[src/rtl/core/pctd_pkg.sv]
`timescale 1ns / 1ps
// ----------------------------------------------------------------------------
// pctd_pkg
// Shared types, constants and helpers of the percent-escape decoder.
// ----------------------------------------------------------------------------
package pctd_pkg;

	localparam logic [7:0] PCT_CHAR   = 8'h25;
	localparam logic [7:0] SPACE_CHAR = 8'h20;

	// escape phase codes
	localparam logic [1:0] PH_PLAIN = 2'd0;
	localparam logic [1:0] PH_PCT   = 2'd1;
	localparam logic [1:0] PH_HEX   = 2'd2;

	localparam int unsigned MAX_RES = 3;

	// results of one input byte, oldest in data[0]
	typedef struct packed {
		logic [1:0]            cnt;
		logic                  fin;
		logic [2:0][7:0]       data;
	} pctd_res_t;

	// one queued result
	typedef struct packed {
		logic [7:0] data;
		logic       run_end;
		logic       string_end;
	} pctd_entry_t;

	typedef struct packed {
		logic       ok;
		logic [3:0] nib;
	} pctd_hex_t;

	function automatic pctd_hex_t pctd_hex(input logic [7:0] c);
		pctd_hex_t h;
		h.ok  = 1'b1;
		h.nib = 4'd0;
		if (c >= 8'h41 && c <= 8'h46) begin
			h.nib = 4'(c - 8'h37);
		end else if (c >= 8'h61 && c <= 8'h66) begin
			h.nib = 4'(c - 8'h57);
		end else if (c >= 8'h30 && c <= 8'h39) begin
			h.nib = c[3:0];
		end else begin
			h.ok = 1'b0;
		end
		return h;
	endfunction

	// append one byte, drop it once the list is full
	function automatic pctd_res_t pctd_append(input pctd_res_t r, input logic [7:0] b);
		pctd_res_t o;
		o = r;
		if (r.cnt != 2'd3) begin
			o.data[r.cnt] = b;
			o.cnt = r.cnt + 2'd1;
		end
		return o;
	endfunction

endpackage

[src/rtl/core/pctd_decode.sv]
`timescale 1ns / 1ps
// ----------------------------------------------------------------------------
// pctd_decode
// Escape state register and the single-pass decode of one input byte into
// up to three result bytes.
// ----------------------------------------------------------------------------
module pctd_decode import pctd_pkg::*; (
	input  logic            clk,
	input  logic            arst_n,
	input  logic            accept,
	input  logic [7:0]      in_byte,
	input  logic            in_final,
	output pctd_res_t       res
);

	logic [1:0] phase_q;
	logic [7:0] held_q;
	logic [1:0] phase_d;
	logic [7:0] held_d;
	logic       do_plain;
	pctd_hex_t  hb;
	pctd_hex_t  hh;
	logic [7:0] dec;
	pctd_res_t  r;

	always_comb begin
		hb       = pctd_hex(in_byte);
		hh       = pctd_hex(held_q);
		dec      = {hh.nib, hb.nib};
		r        = '0;
		r.fin    = in_final;
		phase_d  = PH_PLAIN;
		held_d   = held_q;
		do_plain = 1'b0;
		unique case (phase_q)
			PH_PCT: begin
				if (hb.ok) begin
					held_d  = in_byte;
					phase_d = PH_HEX;
				end else begin
					r        = pctd_append(r, PCT_CHAR);
					do_plain = 1'b1;
				end
			end
			PH_HEX: begin
				if (hb.ok) begin
					r = pctd_append(r, (dec > SPACE_CHAR) ? dec : SPACE_CHAR);
				end else begin
					r        = pctd_append(r, PCT_CHAR);
					r        = pctd_append(r, held_q);
					do_plain = 1'b1;
				end
			end
			default: begin
				do_plain = 1'b1;
			end
		endcase
		if (do_plain) begin
			if (in_byte == PCT_CHAR) begin
				phase_d = PH_PCT;
			end else begin
				r = pctd_append(r, in_byte);
			end
		end
		// end of string: flush a pending escape as literal text
		if (in_final) begin
			if (phase_d == PH_PCT) begin
				r = pctd_append(r, PCT_CHAR);
			end else if (phase_d == PH_HEX) begin
				r = pctd_append(r, PCT_CHAR);
				r = pctd_append(r, held_d);
			end
			phase_d = PH_PLAIN;
		end
	end

	assign res = r;

	always_ff @(posedge clk or negedge arst_n) begin
		if (!arst_n) begin
			phase_q <= PH_PLAIN;
			held_q  <= '0;
		end else if (accept) begin
			phase_q <= phase_d;
			held_q  <= held_d;
		end
	end

	a_phase_legal: assert property (@(posedge clk) disable iff (!arst_n)
		phase_q != 2'd3)
		else $error("escape phase left its legal codes");

	a_final_clears: assert property (@(posedge clk) disable iff (!arst_n)
		accept && in_final |=> phase_q == PH_PLAIN)
		else $error("escape still pending after end of string");

	a_final_emits: assert property (@(posedge clk) disable iff (!arst_n)
		accept && in_final |-> res.cnt != 2'd0)
		else $error("end of string produced no result");

endmodule

[src/rtl/core/pctd_outq.sv]
`timescale 1ns / 1ps
// ----------------------------------------------------------------------------
// pctd_outq
// Four-entry result queue: takes up to three bytes per transfer, drains
// one byte per unstalled cycle, stalls input while under three slots free.
// ----------------------------------------------------------------------------
module pctd_outq import pctd_pkg::*; (
	input  logic            clk,
	input  logic            arst_n,
	input  logic            push,
	input  pctd_res_t       res,
	output logic            full,
	output logic            out_valid,
	input  logic            out_stall,
	output logic [7:0]      out_byte,
	output logic            run_end,
	output logic            string_end
);

	pctd_entry_t mem_q [4];
	logic [1:0]  wr_ptr_q;
	logic [1:0]  rd_ptr_q;
	logic [2:0]  count_q;
	logic [1:0]  push_n;
	logic        pop;
	pctd_entry_t rd_entry;

	assign push_n    = push ? res.cnt : 2'd0;
	assign pop       = out_valid && !out_stall;
	assign full      = count_q > 3'd1;
	assign out_valid = count_q != 3'd0;
	assign rd_entry  = mem_q[rd_ptr_q];
	assign out_byte  = rd_entry.data;
	assign run_end   = rd_entry.run_end;
	assign string_end = rd_entry.string_end;

	always_ff @(posedge clk) begin
		for (int i = 0; i < MAX_RES; i++) begin
			if (push && 2'(i) < res.cnt) begin
				mem_q[wr_ptr_q + 2'(i)].data       <= res.data[2'(i)];
				mem_q[wr_ptr_q + 2'(i)].run_end    <= (2'(i) == res.cnt - 2'd1);
				mem_q[wr_ptr_q + 2'(i)].string_end <= (2'(i) == res.cnt - 2'd1) && res.fin;
			end
		end
	end

	always_ff @(posedge clk or negedge arst_n) begin
		if (!arst_n) begin
			wr_ptr_q <= '0;
			rd_ptr_q <= '0;
			count_q  <= '0;
		end else begin
			wr_ptr_q <= wr_ptr_q + push_n;
			if (pop) begin
				rd_ptr_q <= rd_ptr_q + 2'd1;
			end
			count_q <= count_q + {1'b0, push_n} - {2'b0, pop};
		end
	end

	a_no_overflow: assert property (@(posedge clk) disable iff (!arst_n)
		count_q <= 3'd4)
		else $error("result queue overflow");

	a_push_room: assert property (@(posedge clk) disable iff (!arst_n)
		push_n != 2'd0 |-> count_q <= 3'd1)
		else $error("results written without three free slots");

	a_drain: assert property (@(posedge clk) disable iff (!arst_n)
		count_q == 3'd1 && pop && push_n == 2'd0 |=> !out_valid)
		else $error("queue did not empty after last transfer");

endmodule

[src/rtl/core/percent_escape_decoder.sv]
`timescale 1ns / 1ps
// ----------------------------------------------------------------------------
// percent_escape_decoder
// Streaming %HH decoder for query strings.
//
// Input channel: in_byte/in_final with in_valid, in_stall. in_final marks the
// last byte of a string and flushes a pending escape as literal text.
// Output channel: out_byte, run_end, string_end with out_valid, out_stall.
// run_end marks the last byte caused by one input transfer, string_end the
// last byte of a string. An input byte causes zero to three output bytes.
// Results of a byte enter the result queue at its transfer and are offered
// behind any entries still queued. Throughput: one input byte per cycle while
// each causes at most one result and the output does not stall. The input
// stalls while the four-entry result queue has fewer than three free slots.
// Reset clears the escape state and empties the queue. When the receiver
// stalls, the head result holds and the queue fills, then the input stalls.
// ----------------------------------------------------------------------------
module percent_escape_decoder import pctd_pkg::*; (
	input  logic        clk,
	input  logic        arst_n,
	input  logic        in_valid,
	output logic        in_stall,
	input  logic [7:0]  in_byte,
	input  logic        in_final,
	output logic        out_valid,
	input  logic        out_stall,
	output logic [7:0]  out_byte,
	output logic        run_end,
	output logic        string_end
);

	logic      accept;
	logic      full;
	pctd_res_t res;

	assign in_stall = full;
	assign accept   = in_valid && !full;

	pctd_decode u_decode (
		.clk      (clk),
		.arst_n   (arst_n),
		.accept   (accept),
		.in_byte  (in_byte),
		.in_final (in_final),
		.res      (res)
	);

	pctd_outq u_outq (
		.clk        (clk),
		.arst_n     (arst_n),
		.push       (accept),
		.res        (res),
		.full       (full),
		.out_valid  (out_valid),
		.out_stall  (out_stall),
		.out_byte   (out_byte),
		.run_end    (run_end),
		.string_end (string_end)
	);

endmodule
[config.mk]
export PLATFORM = sky130hd
export DESIGN_NAME = percent_escape_decoder
export DESIGN_NICKNAME = d
export VERILOG_FILES = /design/src/rtl/core/pctd_pkg.sv /design/src/rtl/core/pctd_decode.sv /design/src/rtl/core/pctd_outq.sv /design/src/rtl/core/percent_escape_decoder.sv
export SDC_FILE = /design/constraint.sdc
export NUM_CORES = 1
export LEC_CHECK = 0
export BUFFER_PORTS_ARGS = -buffer_cell sky130_fd_sc_hd__clkbuf_2
export CORE_ASPECT_RATIO = 0.6
export CORE_MARGIN = 2
export CORE_UTILIZATION = 45
export CTS_CLUSTER_SIZE = 40
export DETAILED_ROUTE_END_ITERATION = 10
export HOLD_SLACK_MARGIN = 0.1
export PLACE_DENSITY = 0.67
export SLEW_MARGIN = 20
export SYNTH_ARGS = -nofsm -noshare
export SYNTH_HDL_FRONTEND = slang
export SYNTH_SLANG_ARGS = --single-unit
[constraint.sdc]
create_clock -name clk -period 6.3 [get_ports clk]
set_clock_uncertainty 0.05 [all_clocks]
set_input_delay 0 -clock clk [delete_from_list [all_inputs] [get_ports clk]]
set_output_delay 0 -clock clk [all_outputs]
set_load 0.03 [all_outputs]
; Yosys cells after proc, flatten, opt, wreduce, memory -nomap -nowiden
; Memory sizes are Yosys's and may differ from the RTL's.
; Index checks and enable logic that the tools add are counted.
[op_classes]
bitwise_logic = 3
n_mux = 63
n_reduce_logical = 23
n_eq_ne = 11
n_lt_le_gt_ge = 25
add_sub_neg = 15
[ops]
columns = cell, count
row1 = 24-bit 2-to-1 mux, 7
row2 = 27-bit 2-to-1 mux, 6
row3 = 24-bit bitwise mux, 3
row4 = 8-bit 2-to-1 mux, 9
row5 = 8-bit demux with 2-bit select, 4
row6 = 27-bit case mux with 2 select lines, 1
row7 = 8-bit by 7-bit >= comparator with 1-bit output (second input constant), 4
row8 = 8-bit by 7-bit <= comparator with 1-bit output (second input constant), 4
row9 = 2-bit 2-to-1 mux, 15
row10 = 26-bit 2-to-1 mux, 1
row11 = 4-bit 2-to-1 mux, 6
row12 = 1-bit logical AND, 18
row13 = 8-bit by 6-bit >= comparator with 1-bit output (second input constant), 2
row14 = 8-bit by 6-bit <= comparator with 1-bit output (second input constant), 2
row15 = 4-bit by 3-bit subtractor with 4-bit output (second input constant), 4
row16 = 15-bit bitwise AND, 1
row17 = 15-bit NOT, 1
row18 = 2-bit by 1-bit adder with 2-bit output (second input constant), 6
row19 = 2-bit by 3-bit < comparator with 1-bit output (second input constant), 4
row20 = 1-bit 2-to-1 mux, 11
row21 = 9-bit OR, 1
row22 = 8-bit by 6-bit equality test with 1-bit output (second input constant), 1
row23 = 2-bit by 1-bit >= comparator with 1-bit output (second input constant), 4
row24 = 8-bit by 6-bit greater-than comparator with 1-bit output (second input constant), 1
row25 = other kinds (17), 24
[word_totals]
register_bits = 17
input_bits = 13
mem_bits_rw = 40
memories = 1
output_inout_bits = 12
elab_cells = 146
[mem_list]
columns = memory, depth, word_bits, rd, rd_clocked_by_memory_dff, wr, line_no
row1 = u_outq.mem_q, 4, 10, 1, 0, 3, pctd_outq.sv:20  ; pctd_entry_t mem_q [4];

; Depth between registers and ports, before layout
; Gate-level depths: netlist of run 1.
[depth]
word_depth = 42
mapped_depth = 14

; By module
; Synthesis of run 1 repeated with hierarchy kept, for this count alone.
[hier_totals]
hier_cells = 441
hier_area_um2 = 4264.1
[modules_own_cells]
columns = mod, cells_each, seq_area_each_um2, area_per_inst_um2, instances
row1 = pctd_outq, 231, 1376.3, 2657.5, 1
row2 = pctd_decode, 209, 250.2, 1592.8, 1
row3 = percent_escape_decoder, 1, 0.0, 13.8, 1

; Least setup slack after synthesis of run 1
; OpenSTA, ideal clock, no wires.
[synth_path]
path_kind = register -> register
startpoint = reg u_decode.phase_q[0]
endpoint = mem u_outq.mem_q[1][0] (netlist name) (enable)
path_stages_with_launch = 13
setup_slack_ns = 2.998
arrival_ns = 2.859
synth_period_minus_slack_ns = 3.302
path_buffers = 4
cell_sequence = dfrtp_1 -> inv_1 -> ha_1 -> clkbuf_1 -> nor2b_1 -> buf_1 -> o21ai_0 -> a21oi_1 -> or2_0 -> clkbuf_1 -> buf_4 -> a21oi_1 -> o31ai_1
[synth_lines]
columns = element, line_no
row1 = from (decl), pctd_decode.sv:16  ; logic [1:0] phase_q;
row2 = from (signal assigned), pctd_decode.sv:84  ; phase_q <= phase_d;
row3 = to (decl), pctd_outq.sv:20

; Worst setup path in the final report of run 1
[layout_path]
startpoint = in in_byte[0]
endpoint = reg u_outq.count_q[2]
[layout_via]
elab_chain_len = 24
elab_cells_between_ends = 44
[layout_lines]
columns = element, line_no
row1 = from (decl), percent_escape_decoder.sv:23  ; input logic [7:0] in_byte,
row2 = 8-bit by 6-bit >= comparator with 1-bit output or 8-bit by 6-bit <= comparator with 1-bit output (tied branches), pctd_pkg.sv:45  ; end else if (c >= 8'h30 && c <= 8'h39) begin
row3 = 1-bit logical AND, pctd_pkg.sv:45
row4 = 1-bit 2-to-1 mux, pctd_pkg.sv:45
row5 = 1-bit 2-to-1 mux, pctd_pkg.sv:43  ; end else if (c >= 8'h61 && c <= 8'h66) begin
row6 = 1-bit 2-to-1 mux, pctd_pkg.sv:41  ; if (c >= 8'h41 && c <= 8'h46) begin
row7 = 27-bit 2-to-1 mux or 26-bit 2-to-1 mux (tied branches), "pctd_decode.sv:46, pctd_decode.sv:37"
row8 = 27-bit case mux with 2 select lines, pctd_decode.sv:35  ; unique case (phase_q)
row9 = 2-bit by 1-bit adder with 2-bit output or 2-bit inequality test (tied branches), "pctd_pkg.sv:59, pctd_pkg.sv:57"
row10 = [... 8 more ...], n/a
row11 = 2-bit by 1-bit adder with 2-bit output or 2-bit inequality test (tied branches), "pctd_pkg.sv:59, pctd_pkg.sv:57"
row12 = 2-bit 2-to-1 mux, pctd_pkg.sv:57  ; if (r.cnt != 2'd3) begin
row13 = 27-bit 2-to-1 mux, pctd_decode.sv:69  ; end else if (phase_d == PH_HEX) begin
row14 = 27-bit 2-to-1 mux, pctd_decode.sv:67  ; if (phase_d == PH_PCT) begin
row15 = 27-bit 2-to-1 mux (*), pctd_decode.sv:66  ; if (in_final) begin
row16 = 2-bit 2-to-1 mux (*), pctd_outq.sv:28  ; assign push_n = push ? res.cnt : 2'd0;
row17 = 3-bit by 2-bit adder with 3-bit output (*), pctd_outq.sv:57  ; count_q <= count_q + {1'b0, push_n} - {2'b0, pop};
row18 = 3-bit by 1-bit subtractor with 3-bit output (*), pctd_outq.sv:57
row19 = to (signal assigned), pctd_outq.sv:57
row20 = to (decl), pctd_outq.sv:23  ; logic [2:0] count_q;
; Mark *: on every way between the ends. The rest lies on a longest branch, timed or not. The select of a mux whose other input is x is not followed.
; A chain may end at the register's enable or synchronous reset.

==> key figures, run 1 <==
Run status
  – Status: finished, final reports clean

Worst setup path
  – CP delay by family, top: compound AO/OA/AOI/OAI gates
  – CP Cell Sequence: dlygate4sd3_1 -> clkbuf_2 -> inv_1 -> ha_1 -> or3b_1 -> nand4_1 -> a21oi_1 -> o21ai_1 -> a21oi_4 -> inv_1 -> ha_1 -> fa_1 -> xor2_1 -> xnor2_1
  – Crit. End Element: flip-flop
  – Setup CP Type: in2reg
  – Setup crit start kind: input port
  – CP max-delay cell: o21ai_1
  – Critical path data arrival time: 4.12 ns
  – WP data required: 6.47 ns
  – Critical Path Source: in_byte[0]
  – R2r startpoint: u_decode.phase_q[0]$_DFFE_PN0P_
  – CP max stage delay: 0.86 ns
  – Worst-path maximum fanout: 11
  – CP Buf/Inv Count: 4

Layout
  – Fin cells: 524
  – Fin area: 4540 um2
  – Net count reported at finish: 434
  – Fillers: 773
  – Ant diodes: 0
  – Layout cell share with drive strength beyond 1: 18.4%
  – Area growth from synthesis to layout: 14.6%

Clock network
  – Clock insertion delay at the later pin of the skew report: 0.33 ns
  – Root Buffer: clkbuf_16
  – CTS max path bufs: 2
  – H-tree depth: 3
  – TritonCTS clock tree: done
  – Worst-path clk slew: 0.06 ns
  – Post-CTS Setup Bufs: 0
  – Hold-fix buffers at CTS: 10
  – Clk sinks: 57
  – Num CTS Buffers: 9
  – Post-cts resize count: 0

Die
  – Rows: 26
  – Chip width: 125 um
  – DIE AREA: 9580 um2
  – Core area: 8520 um2
  – Initial core utilization: 46.4%
  – DIE HEIGHT: 76.6 um
  – # IOs: 25

Routing
  – DR vias/cell: 6.34
  – Post-route ant nets: 0
  – Residual DRC: 0
  – Drt wl/cell: 20.5 um
  – Iter 0 DRT Violations: 299
  – DR vias: 3321
  – Drt total wl: 10700 um
  – DRT Pass-1 Iters: 5

Power and ir drop
  – Sequential power share: 35.5%
  – Psw: 0.546 mW
  – Cell Int Power: 1.00 mW
  – Switching power share of the total: 35.2%
  – Pwr Density: 342 nW/um2
  – Clock power share: 34.3%
  – Static leakage: 1.69 nW
  – VDD IR-drop max: 0.256 mV
  – Gate power share: 30.2%
  – Overall power: 1.55 mW

STA
  – Final slew viol count: 0
  – Final Hold Viols: 0
  – Unrepaired setup endpoints after global routing: false
  – TNS Setup: 0 ns
  – Fmax: 0.253 GHz
  – Final setup violation count: 0
  – Post-route setup slack: 2.35 ns
  – Slew headroom: 27.8%
  – Minimum clock period: 3.95 ns
  – Tcrit/Tclk final: 62.7%
  – Worst slew pin tran: 1.08 ns

Yosys
  – Xor/xnor share of the synthesized area: 1.33%
  – Number of flops mapped to enable cells by yosys: 40
  – Ys async rst share: 29.8%
  – Synth Area in Adders: 4.62%
  – Mapped Cells: 382
  – Synth Area in Compound Gates: 25.1%
  – Mux share of post-synthesis cell area: 7.65%
  – Register area share after synthesis: 41.1%
  – Post-synthesis cell type count: 77
  – Syn_nets: 409
  – Syn Area/Cell: 10.4 um2
  – Combinational family with the most area after synthesis: compound AO/OA/AOI/OAI gates
  – Post-synth top flop: edfxtp_1
  – Synth Area in Simple Gates: 14.7%
  – Flops & latches, synth: 57
  – Mapped cell area: 3960 um2
  – Synth warn: 0

Placement
  – Hpwl dp: 7760 um
  – DP Worst Slack: 2.65 ns
  – PortBufs: 24
  – DP Area: 4110 um2
  – Gpl congestion: 0.905
  – Placed Instances: 498

Global route
  – Largest net degree at the start of global routing: 19
  – First-pass GRT wire length: 17200 um
  – Gr usage total: 23.4%
  – Vias in the first global route: 3051
  – Initial antenna violation count: 0
  – Grt ovf: 0

Worst hold path
  – HP Class: in2async

Run
  – Max Cap Viol: 0
==> metal layers <==
metal / wire length [um] / share of wire [%] / vias to the layer above / track usage, %
met4: 119 / 1.1 / 0 / 5.89
met5: 0 / 0 / - / 0
met3: 929 / 8.6 / 17 / 5.97
li1: - / - / 1534 / -
met2: 4550 / 42 / 160 / 32.7
met1: 5140 / 48 / 1610 / 35.9
==> path summary, 6_finish.rpt <==
path	to	slack, ns	cells after the start
max in group asynchronous	u_decode.held_q[4]$_DFFE_PN0P_	5.74	2
min in group clk	u_decode.held_q[3]$_DFFE_PN0P_	0.13	3
worst max-delay path	u_outq.count_q[2]$_DFF_PN0_	2.35	14
worst max register to register	u_outq.mem_q[0][6]$_DFFE_PP_	2.80	8
worst min register to register	u_outq.count_q[2]$_DFF_PN0_	0.43	1
worst min-delay path	u_decode.held_q[0]$_DFFE_PN0P_	0.12	2
==> final cells by class <==
cell class	count	area, um2	area share (%)
Sequential cell	57	1630	35.9
Timing Repair Buffer	37	243	5.35
Clock inverter	7	103	2.26
Inverter	22	82.6	1.82
Multi-Input combinational cell	280	2120	46.6
Clock buffer	9	225	4.97
Tap cell	112	140	3.09
==> cells in the mapped netlist, drive strengths merged (4+ instances only) <==
cell type,count,area [um2]
nor2,33,124
and2,7,43.8
nor2b,4,25.0
o21ai,16,91.3
a22oi,5,37.5
o211ai,8,65.1
clkbuf,9,35.0
a22o,5,46.3
dfrtp,17,425
xnor2,4,35.0
buf,14,96.3
or3,5,41.3
o2bb2ai,5,43.8
o211a,4,40.0
nand4,5,31.3
a21oi,29,160
a211oi,9,80.1
nor3,6,35.0
inv,22,82.6
nand2,27,104
nand3,7,35.0
mux2,6,67.6
nand2b,4,25.0
edfxtp,40,1200
ha,13,163
mux4,10,225
o21a,5,37.5
a31oi,9,56.3
o31ai,8,60.1
==> registers in the layout (all words and copies together) (netlist names) <==
name	flops
u_decode.phase_q	2
u_outq.mem_q	40
u_outq.wr_ptr_q	2
u_outq.count_q	3
u_decode.held_q	8
u_outq.rd_ptr_q	2
==> power by group through the flow <==
stage	Clock, mW	Sequential [mW]	Combinational (mW)
final	0.532	0.550	0.468
after global routing	0.559	0.563	0.512
after CTS	0.540	0.551	0.473
after detailed placement	0	0.558	0.467
after global placement	0	0.555	0.456
after floorplan	0	0.495	0.396
==> kinds of logic after synthesis <==
logic type      Yosys count
compound gates          131
xor+xnor                  6
fa+ha+maj                14
buf+inv                  45
flops                    57
mux                      17
simple gates            112
==> cells in the final DEF (no fill, tap or decap), types with 8 or more instances in the layout <==
cell,Yosys,routed
edfxtp_1,40,40
o31ai_1,8,8
inv_1,22,22
a31oi_1,9,9
nor2_1,33,33
a21oi_1,27,27
mux4_2,10,10
a211oi_1,8,8
clkbuf_2,1,24
nand2_1,26,26
dlygate4sd3_1,0,10
ha_1,13,13
clkbuf_16,0,9
o21ai_0,14,14
dfrtp_1,17,17
==> metrics by stage <==
stage,util (%),hold slack (ns)
6_report,53.2,0.115
3_5_place_dp,48.2,-0.0534
5_1_grt,53.2,0.161
2_1_floorplan,-,-0.346
3_3_place_gp,48.2,-0.0593
4_1_cts,53.2,0.103
Note: power is estimated with default switching activity, not from simulation.
==> run 2: changes to the inputs <==
- clock period: 6.3 -> 4 ns (I/O delays scaled with it)
==> run 2 against run 1 <==
Effect of this change: worst hold slack better by 0.0091 ns; final cell count up 0.76%; wire length up 1.1%; register-to-register slack worse by 2.1 ns; global-route usage up 0.28 points; sequential share of layout area down 0.12 points; critical endpoint is now u_outq.mem_q[3][6]$_DFFE_PP_; highest routed layer unchanged.
==> key figures, run 2 (synthesis results as in run 1) <==
Worst setup path
  – Critical path data arrival time: 3.44 ns
  – Crit. End Element: flip-flop
  – FF-to-FF setup slack: 0.69 ns
  – R2r startpoint: u_decode.held_q[1]$_DFFE_PN0P_
  – Setup crit start kind: input port
  – R2R cell count: 9
  – Worst-path maximum fanout: 12
  – Setup CP Type: in2reg
  – R2R Path End: u_outq.mem_q[0][4]$_DFFE_PP_
  – WP data required: 3.97 ns

Layout
  – Fillers: 754
  – Top reg by flops: u_outq.mem_q
  – Net count reported at finish: 438
  – Fin util: 53.4%
  – Most frequent cells in the layout: edfxtp_1, nor2_1, a21oi_1, nand2_1, clkbuf_2
  – Ant diodes: 0
  – Layout cell share with drive strength beyond 1: 20.0%
  – Leading cell type in the layout, fill and taps excluded: edfxtp_1
  – Largest register FFs: 40
  – Biggest regs: u_outq.mem_q x40, u_decode.held_q x8, u_outq.count_q x3
  – Area growth from synthesis to layout: 15.0%

Die
  – Core area: 8520 um2
  – # IOs: 25
  – DIE HEIGHT: 76.6 um
  – Rows: 26
  – Initial core utilization: 46.4%
  – DIE AREA: 9580 um2
  – Chip width: 125 um

STA
  – Final Hold Viols: 0
  – TNS Setup: 0 ns
  – Final setup violation count: 0
  – Tcrit/Tclk final: 86.6%
  – Worst slew pin tran: 0.847 ns
  – Unrepaired setup endpoints after global routing: false
  – Final slew viol count: 0
  – Minimum clock period: 3.47 ns
  – Post-route setup slack: 0.534 ns
  – Fmax: 0.289 GHz
  – Slew headroom: 42.8%

Routing
  – Iter 0 DRT Violations: 508
  – Residual DRC: 0
  – Drt total wl: 10900 um
  – DR vias/cell: 6.29
  – Post-route ant nets: 0
  – DR vias: 3322
  – Drt wl/cell: 20.6 um
  – DRT Pass-1 Iters: 5

Placement
  – Hpwl dp: 7870 um
  – DP Worst Slack: 0.682 ns
  – PortBufs: 24
  – Gpl congestion: 0.985

Clock network
  – Post-CTS Setup Bufs: 0
  – TritonCTS clock tree: done
  – Hold-fix buffers at CTS: 7
  – Post-cts resize count: 0
  – H-tree depth: 3
  – Num CTS Buffers: 9
  – Clock insertion delay at the later pin of the skew report: 0.33 ns
  – CTS max path bufs: 2
  – Worst-path clk slew: 0.06 ns
  – Root Buffer: clkbuf_16
  – Clk sinks: 57

Global route
  – Gr usage total: 23.7%
  – Largest net degree at the start of global routing: 19
  – First-pass GRT wire length: 17300 um
  – Grt ovf: 0
  – Vias in the first global route: 3077
  – Initial antenna violation count: 0

Run
  – Max Cap Viol: 0

Power and ir drop
  – Pwr Density: 534 nW/um2
  – Static leakage: 1.71 nW
  – Overall power: 2.43 mW
  – VDD IR-drop max: 0.368 mV

Worst hold path
  – HP Class: in2async

Run status
  – Status: finished, final reports clean
## run 2: cell types whose count changed in the layout (fill, tap and decap cells not counted), sizes merged
cell,before,now
buf,3,10
inv,23,22
clkinv,3,4
dlygate4sd3,10,7
## run 2: worst max-delay path by stage
stage	from	endpoint	slack [ns]	cells after the start
after floorplan	u_decode.phase_q[0]$_DFFE_PN0P_	u_outq.mem_q[1][0]$_DFFE_PP_	0.70	12
after global placement	in_byte[0]	u_outq.count_q[2]$_DFF_PN0_	0.63	13
after detailed placement	in_byte[0]	u_outq.count_q[2]$_DFF_PN0_	0.68	13
after CTS	in_byte[1]	u_outq.count_q[2]$_DFF_PN0_	0.63	15
after global routing	in_byte[1]	u_outq.count_q[2]$_DFF_PN0_	0.39	14
final	in_byte[1]	u_outq.mem_q[3][6]$_DFFE_PP_	0.53	13
## run 2: through the flow
stage,hold slack (ns),instances,cell area [um2]
global route,0.129,528,4550
global placement,-0.0501,505,4160
floorplan,-0.346,382,3960
finish,0.124,528,4550
detailed placement,-0.0436,505,4160
CTS,0.110,528,4550
## run 2: layer usage
layer  up-vias  part of all wire, %  track usage, %
li1       1537                    -               -
met1      1603                   48            37.1
met2       176                   42            31.8
met3         6                  9.5            6.74
met4         0                 0.81            6.00
met5         -                    0               0
## run 2: cell type report
type / count / area, um2 / area share, %
clock buffers: 9 / 225 / 4.95
clock inverters: 7 / 95.1 / 2.09
inverters: 22 / 82.6 / 1.81
multi-input cells: 280 / 2120 / 46.5
flip-flops and latches: 57 / 1630 / 35.7
well taps: 112 / 140 / 3.08
repair buffers: 41 / 265 / 5.83
## run 2: power by group
part / total (mW) / internal, mW / switching [mW]
combinational: 0.744 / 0.296 / 0.448
clock: 0.818 / 0.544 / 0.274
sequential: 0.867 / 0.736 / 0.131
total: 2.43 / 1.58 / 0.853
## run 2: critical path, stage by stage
cell and delay (ns):
dlygate4sd3_1 0.52, clkbuf_2 0.18, inv_1 0.10, ha_1 0.19, or3b_1 0.17, and4_1 0.53
o211ai_1 0.22, a21oi_1 0.20, or2_0 0.52, buf_4 0.26, nand4_1 0.14, o31ai_1 0.13
buf_4 0.27
==> run 3: changes to the inputs <==
- SYNTH_HIERARCHICAL: unset -> 1
==> run 3 against run 2 <==
Effect of this change: sequential power is 2% higher; area after synthesis is 4.9% higher; die area is 4.7% higher; setup slack worse by 0.10 ns; wire length hardly changed; design area is 3.5% higher.
==> key figures, run 3 <==
Run status
  – Status: finished, final reports clean

Worst setup path
  – Setup CP Type: in2reg
  – Critical path data arrival time: 3.54 ns
  – CP max stage delay: 0.53 ns
  – R2R Path End: u_outq/mem_q[1][7]$_DFFE_PP_
  – CP Buf/Inv Count: 5
  – CP max-delay cell: dlygate4sd3_1
  – FF-to-FF setup slack: 0.86 ns
  – Setup crit start kind: input port
  – WP data required: 3.98 ns
  – R2R cell count: 11
  – CP delay by family, top: buffers and inverters
  – R2r startpoint: u_decode/phase_q[0]$_DFFE_PN0P_
  – Crit. End Element: flip-flop
  – Worst-path maximum fanout: 12
  – CP Cell Sequence: dlygate4sd3_1 -> clkbuf_2 -> inv_1 -> ha_1 -> or3b_1 -> nand3_1 -> o21ai_2 -> nand2_1 -> a211oi_1 -> a21oi_1 -> buf_4 -> nand2_1 -> maj3_1 -> nor2b_1 -> buf_4

Routing
  – DR vias/cell: 6.09
  – Residual DRC: 0
  – DR vias: 3446
  – Post-route ant nets: 0
  – Drt total wl: 10900 um
  – Iter 0 DRT Violations: 441
  – DRT Pass-1 Iters: 5
  – Drt wl/cell: 19.2 um

Global route
  – First-pass GRT wire length: 17100 um
  – Vias in the first global route: 3080
  – Initial antenna violation count: 0
  – Gr usage total: 23.0%
  – Largest net degree at the start of global routing: 22
  – Grt ovf: 0

STA
  – Final setup violation count: 0
  – Slew headroom: 42.6%
  – Final slew viol count: 0
  – Tcrit/Tclk final: 89.2%
  – Fmax: 0.280 GHz
  – Post-route setup slack: 0.433 ns
  – Unrepaired setup endpoints after global routing: false
  – Minimum clock period: 3.57 ns
  – Worst slew pin tran: 0.858 ns
  – Final Hold Viols: 0
  – TNS Setup: 0 ns

Layout
  – Area growth from synthesis to layout: 13.5%
  – Fillers: 800
  – Net count reported at finish: 474
  – Largest register FFs: 40
  – Fin area: 4710 um2
  – Most frequent cells in the layout: nand2_1, a21oi_1, edfxtp_1, clkbuf_2, dfrtp_1
  – Layout cell share with drive strength beyond 1: 19.1%
  – Biggest regs: u_outq/mem_q x40, u_decode/held_q x8, u_outq/count_q x3
  – Leading cell type in the layout, fill and taps excluded: nand2_1
  – Ant diodes: 0
  – Fin util: 52.0%
  – Top reg by flops: u_outq/mem_q

Power and ir drop
  – Static leakage: 1.80 nW
  – Pwr Density: 533 nW/um2
  – VDD IR-drop max: 0.295 mV

Yosys
  – Synth warn: 6
  – Mapped cell area: 4150 um2
  – Mapped Cells: 424
  – Syn_nets: 453
  – Syn Area/Cell: 9.79 um2

Placement
  – Gpl congestion: 0.917
  – Hpwl dp: 7970 um
  – DP Worst Slack: 0.689 ns
  – DP Area: 4300 um2
  – PortBufs: 24

Die
  – Rows: 27
  – Chip width: 128 um
  – # IOs: 25
  – DIE AREA: 10000 um2
  – DIE HEIGHT: 78.4 um
  – Initial core utilization: 45.9%
  – Core area: 9050 um2

Clock network
  – Post-cts resize count: 0
  – Num CTS Buffers: 9
  – CTS max path bufs: 2
  – Clock insertion delay at the later pin of the skew report: 0.33 ns
  – Post-CTS Setup Bufs: 0
  – H-tree depth: 3
  – Clk sinks: 57
  – Root Buffer: clkbuf_16
  – Worst-path clk slew: 0.05 ns
  – Hold-fix buffers at CTS: 8
  – TritonCTS clock tree: done

Worst hold path
  – WHS Endpoint: u_decode/held_q[2]$_DFFE_PN0P_
  – Hold Path Origin: in_byte[2]
  – WHS Path Cells: 3
  – HP Class: in2reg

Run
  – Max Cap Viol: 0
## run 3: final cells by class
class | instances | area [um2] | area share [%]
inverter | 18 | 67.6 | 1.43
tap | 116 | 145 | 3.08
sequential | 57 | 1630 | 34.5
multi-input combinational | 321 | 2290 | 48.6
clock inverter | 6 | 106 | 2.26
timing repair buffer | 38 | 245 | 5.20
clock buffer | 10 | 229 | 4.86
## run 3: stage by stage
step	instances	hold WS [ns]	total power, mW
global placement	542	-0.0542	1.64
floorplan	424	-0.346	1.48
finish	566	0.121	2.51
CTS	566	0.112	2.54
detailed placement	542	-0.0534	1.66
global route	566	0.141	2.65
## run 3: worst max-delay path by stage
stage	endpoint	from	slack, ns	cells after the start
2_1_floorplan	u_outq/count_q[2]$_DFF_PN0_	u_decode/phase_q[0]$_DFFE_PN0P_	0.87	17
3_3_place_gp	u_outq/count_q[2]$_DFF_PN0_	in_byte[1]	0.79	18
3_5_place_dp	u_outq/count_q[2]$_DFF_PN0_	in_byte[1]	0.69	18
4_1_cts	u_outq/count_q[2]$_DFF_PN0_	in_byte[1]	0.48	19
5_1_grt	u_outq/mem_q[0][4]$_DFFE_PP_	in_byte[1]	0.20	14
6_report	u_outq/mem_q[1][7]$_DFFE_PP_	in_byte[1]	0.43	15
## run 3: layer usage
layer / vias up / wire [um] / track usage (%)
met4: 0 / 104 / 6.70
met1: 1646 / 5210 / 35.2
met2: 183 / 4360 / 30.6
li1: 1608 / - / -
met3: 9 / 1170 / 7.29
met5: - / 0 / 0
## run 3: power by group
group / switching, mW / internal (mW) / leakage (nW)
clock: 0.260 / 0.604 / 0.160
sequential: 0.152 / 0.734 / 0.579
combinational: 0.445 / 0.318 / 1.06
total: 0.857 / 1.66 / 1.80
## run 3: worst reg2reg max path: cells and delay by family, from the launching register on
family	cells	cell delay, ns
simple gates	3	0.59
buf+inv	3	0.54
flops	1	0.37
compound gates	3	0.42
fa+ha+maj	2	0.87
